==> config.mk <==
export PLATFORM = sky130hd
export DESIGN_NAME = bmhq_ctrl
export DESIGN_NICKNAME = d
export VERILOG_FILES = /design/src/rtl/core/bmhq_pkg.sv /design/src/rtl/core/bmhq_ctrl.sv
export SDC_FILE = /design/constraint.sdc
export NUM_CORES = 1
export LEC_CHECK = 0
export ABC_AREA = 1
export BUFFER_PORTS_ARGS = -buffer_cell sky130_fd_sc_hd__buf_2
export CAP_MARGIN = 20
export CORE_AREA = 2 2 39 41
export CTS_BUF_LIST = sky130_fd_sc_hd__clkbuf_8
export DETAILED_ROUTE_END_ITERATION = 6
export DIE_AREA = 0 0 41 43
export GPL_TIMING_DRIVEN = 1
export SYNTH_ARGS = -nofsm -noshare
export SYNTH_HDL_FRONTEND = slang
export SYNTH_SLANG_ARGS = --single-unit
==> constraint.sdc <==
create_clock -name clk -period 1.6 [get_ports clk]
set_input_delay 0.24 -clock clk [delete_from_list [all_inputs] [get_ports clk]]
set_output_delay 0.24 -clock clk [all_outputs]
set_load 0.01 [all_outputs]
==> src/rtl/core/bmhq_pkg.sv <==
// Shared types, codes and constants of the binary min-heap queue.
package bmhq_pkg;

    localparam int CAPACITY_DEF = 256;
    localparam int LIMIT_W      = 9;
    localparam int HANDLE_W     = 9;
    localparam int KEY_W        = 32;
    localparam int STATUS_W     = 2;
    localparam int COUNT_OUT_W  = 9;

    localparam logic [LIMIT_W-1:0] LIMIT_RESET = 9'd256;

    localparam logic [STATUS_W-1:0] ST_OK    = 2'd0;
    localparam logic [STATUS_W-1:0] ST_FULL  = 2'd1;
    localparam logic [STATUS_W-1:0] ST_EMPTY = 2'd2;

    localparam logic MODE_INSERT = 1'b0;
    localparam logic MODE_REMOVE = 1'b1;

    // Read address selection for the two heap RAM read ports.
    localparam logic [1:0] RD_REM = 2'd0; // root and last entry
    localparam logic [1:0] RD_UP  = 2'd1; // parent of the hole
    localparam logic [1:0] RD_DN  = 2'd2; // both children of the hole

    typedef struct packed {
        logic [HANDLE_W-1:0] handle;
        logic [KEY_W-1:0]    key;
    } entry_t;

    typedef struct packed {
        logic                accept;
        logic                ins_start;
        logic                rem_start;
        logic                dn_load;
        logic                wr_entry;
        logic                up_move;
        logic                dn_move;
        logic                out_load;
        logic [1:0]          rd_sel;
        logic [STATUS_W-1:0] status_val;
    } cmd_t;

    typedef struct packed {
        logic full;
        logic empty;
        logic pos_zero;
        logic cnt_zero;
        logic left_out;
        logic up_less;
        logic dn_stop;
        logic out_free;
    } sts_t;

endpackage

==> src/rtl/core/bmhq_ctrl.sv <==
// Sequencer of the heap queue: steps insert and remove through the datapath.
module bmhq_ctrl import bmhq_pkg::*; (
    input  logic clk,
    input  logic rst_n,
    input  logic in_valid,
    input  logic mode,
    input  sts_t sts,
    output logic in_stall,
    output cmd_t cmd
);

    localparam logic [2:0] S_IDLE    = 3'd0;
    localparam logic [2:0] S_UP_RD   = 3'd1;
    localparam logic [2:0] S_UP_CMP  = 3'd2;
    localparam logic [2:0] S_DN_LOAD = 3'd3;
    localparam logic [2:0] S_DN_RD   = 3'd4;
    localparam logic [2:0] S_DN_CMP  = 3'd5;
    localparam logic [2:0] S_FIN     = 3'd6;

    logic [2:0] state_reg;
    logic [2:0] state_next;

    assign in_stall = (state_reg != S_IDLE);

    always_comb
    begin
        cmd        = '0;
        cmd.rd_sel = RD_REM;
        state_next = state_reg;
        unique case (state_reg)
            S_IDLE:
            begin
                if (in_valid)
                begin
                    cmd.accept     = 1'b1;
                    cmd.status_val = ST_OK;
                    if (mode == MODE_INSERT)
                    begin
                        if (sts.full)
                        begin
                            cmd.status_val = ST_FULL;
                            state_next     = S_FIN;
                        end
                        else
                        begin
                            cmd.ins_start = 1'b1;
                            state_next    = S_UP_RD;
                        end
                    end
                    else
                    begin
                        if (sts.empty)
                        begin
                            cmd.status_val = ST_EMPTY;
                            state_next     = S_FIN;
                        end
                        else
                        begin
                            cmd.rem_start = 1'b1;
                            state_next    = S_DN_LOAD;
                        end
                    end
                end
            end
            S_UP_RD:
            begin
                if (sts.pos_zero)
                begin
                    cmd.wr_entry = 1'b1;
                    state_next   = S_FIN;
                end
                else
                begin
                    cmd.rd_sel = RD_UP;
                    state_next = S_UP_CMP;
                end
            end
            S_UP_CMP:
            begin
                if (sts.up_less)
                begin
                    cmd.up_move = 1'b1;
                    state_next  = S_UP_RD;
                end
                else
                begin
                    cmd.wr_entry = 1'b1;
                    state_next   = S_FIN;
                end
            end
            S_DN_LOAD:
            begin
                cmd.dn_load = 1'b1;
                state_next  = sts.cnt_zero ? S_FIN : S_DN_RD;
            end
            S_DN_RD:
            begin
                if (sts.left_out)
                begin
                    cmd.wr_entry = 1'b1;
                    state_next   = S_FIN;
                end
                else
                begin
                    cmd.rd_sel = RD_DN;
                    state_next = S_DN_CMP;
                end
            end
            S_DN_CMP:
            begin
                if (sts.dn_stop)
                begin
                    cmd.wr_entry = 1'b1;
                    state_next   = S_FIN;
                end
                else
                begin
                    cmd.dn_move = 1'b1;
                    state_next  = S_DN_RD;
                end
            end
            S_FIN:
            begin
                if (sts.out_free)
                begin
                    cmd.out_load = 1'b1;
                    state_next   = S_IDLE;
                end
            end
            default:
            begin
                state_next = S_IDLE;
            end
        endcase
    end

    always_ff @(posedge clk or negedge rst_n)
    begin
        if (!rst_n)
        begin
            state_reg <= S_IDLE;
        end
        else
        begin
            state_reg <= state_next;
        end
    end

endmodule

==> reports/results.ini <==
[synthesis]
yosysTopAreaCell=dfrtp_1
yosys-top-cells-area=dfrtp_1 20%, nand2_1 15%, inv_1 10%, nand3_1 9.4%, nor3_1 6.7%
synth_cell_types=19
syn-num-nets=76
ys_dominant_reg_cell=dfrtp_1
ys_seq_area_frac=0.202
synth_most_common_cell=nand2_1
synthCells=64
synth_top_area_frac=0.202
syn_avg_cell_area_sq_um=5.81
synthTopCellsByCount=15 x nand2_1, 10 x inv_1, 7 x nand3_1, 6 x inv_2, 5 x nor3_1
synth-edff-count=0
async_flop_share=1.00
ys_seq_elements=3
syn_area_sq_um=372
yosysWarnings=0

[sta]
hold_slack_ps=348
timing.fmax_mhz=668
skew_ps=3.13
rsz0062_at_grt=no
timing.final.crit_period_ps=1500
finalCritPeriodShare=0.936
slew_violations=0
finalHoldViolations=0
slew_headroom=0.851
tns_ps=0
finalSetupViolCount=0
worst_pin_slew_ps=221

[drt]
routed_wl_um=943
postRouteAntennaNets=0
dr.pass1.iters=4
drt_iter0_markers=8
vias=472
drc_errors=0
wl_per_cell_um=8.73
vias_per_cell=4.37

[grt]
grt_first_pass_wirelength_um=1440
grt_usage=0.118
grt_max_degree=9
antenna_found_initial=0
grt_pass1_vias=387
globalRouteOverflowTotal=0

[setup_path]
cp_max_fo=8
cp.required_ps=1360
reg2reg_from=state_reg[1]$_DFFE_PN0P_
cp-start-kind=register
arrival_ps=1260
cp-startpoint=state_reg[1]$_DFFE_PN0P_
end_kind=output pin
criticalPathCategory=reg -> out

[final_layout]
final_area_sq_um=569
drive_above_1_share=0.467
layout.cells.non_filler=108
area_growth_pct=53.2
largest_register_ffs=3
nNetsFinal=105
antennaDiodeCount=0

[die]
io_pins=25
start_util=0.269
std_cell_rows=14
die_w_um=41
core-area_sq_mm=0.00138
dieArea_sq_mm=0.00176
die_y_um=43

[outcome]
outcome=complete, no violations

[clock_tree]
htreeDepth=1
cts.sinks=3
clockBufferDepth=2
clkLatencyLatePin_ps=210
clk_pin_slew_ps=30
cts_tree=yes
cts_inserted_buffers=3
root_buffer=clkbuf_8

[placement]
dp_hpwl_um=782
place.gp.congestion=0.826
dp.cells=102
dpl_cell_area_sq_um=493
io_buffers=24

[power_and_ir_drop]
p_per_area_mw_per_mm2=1720
leakage_uw=0.000371
ir_drop_mv=0.563
p_total_uw=980

[worst_hold_path]
min_path_type=in -> async

[run]
maxCapViolations=0

logic make-up (layout without fill, tap and decap cells):
group           count (synthesis)  after routing  share of synthesized area
compound gates                  3              3                     0.0539
simple gates                   40             40                      0.532
flops                           3              3                      0.202
buf+inv                        18             46                      0.212
what timing repair did:
action	in CTS	in global routing
endpoints found under the hold margin	3	0
gates cloned	0	0
setup buffers	0	1
pin swaps	0	1
hold buffers	1	0
resized for setup	2	3
endpoints found under the setup margin	2	5
critical path, cell delays in order (launching register included):
cell and delay (ps):
dfrtp_2 470, nor2_4 160, nand3_2 110, nor3_1 150
buf_2 160
path summary, 6_finish.rpt:
check                                           end  slack, ps  cells past startpoint
max                                          cmd[0]        100                      4
min                        state_reg[1]$_DFFE_PN0P_        350                      2
max reg2reg                state_reg[1]$_DFFE_PN0P_        450                      8
min reg2reg                state_reg[0]$_DFFE_PN0P_        700                      2
max in group asynchronous  state_reg[2]$_DFFE_PN0P_       1130                      2
min in group clk           state_reg[0]$_DFFE_PN0P_        350                      4
layout make-up:
type	count	area, sq um
tap	16	20.0
fill	157	815
sequential	3	78.8
multi-input combinational	43	228
clock inverter	1	3.75
timing repair buffer	26	138
inverter	16	60.1
clock buffer	3	41.3
report_power, final:
| group | switching [uW] | internal, uW | leakage, uW |
|---|---|---|---|
| registers | 98.9 | 121 | 0.0000336 |
| clock network | 48.5 | 163 | 0.0000269 |
| logic | 324 | 224 | 0.000310 |
metal layers:
metal  vias to the layer above  wire, um  GRT usage
met5                         -         0          0
met4                         0         0     0.0600
met3                         0        95     0.0157
met2                        25       464      0.184
met1                       186       384      0.149
li1                        261         -          -
stage by stage:
step	utilization	setup WS, ps
2_1_floorplan	-	324
3_3_place_gp	0.356	220
3_5_place_dp	0.356	219
4_1_cts	0.398	22.4
5_1_grt	0.411	15.4
6_report	0.411	102
placed cells by master (no fill, tap or decap), types with 2 or more instances in the layout:
cell	instances
buf_2	24
clkbuf_8	3
dfrtp_2	3
inv_1	11
inv_2	6
nand2_1	15
nand3_1	6
nand3_2	2
nand4_1	3
nor2_1	4
nor2_4	2
nor3_1	5
(Power assumes the default switching activity.)
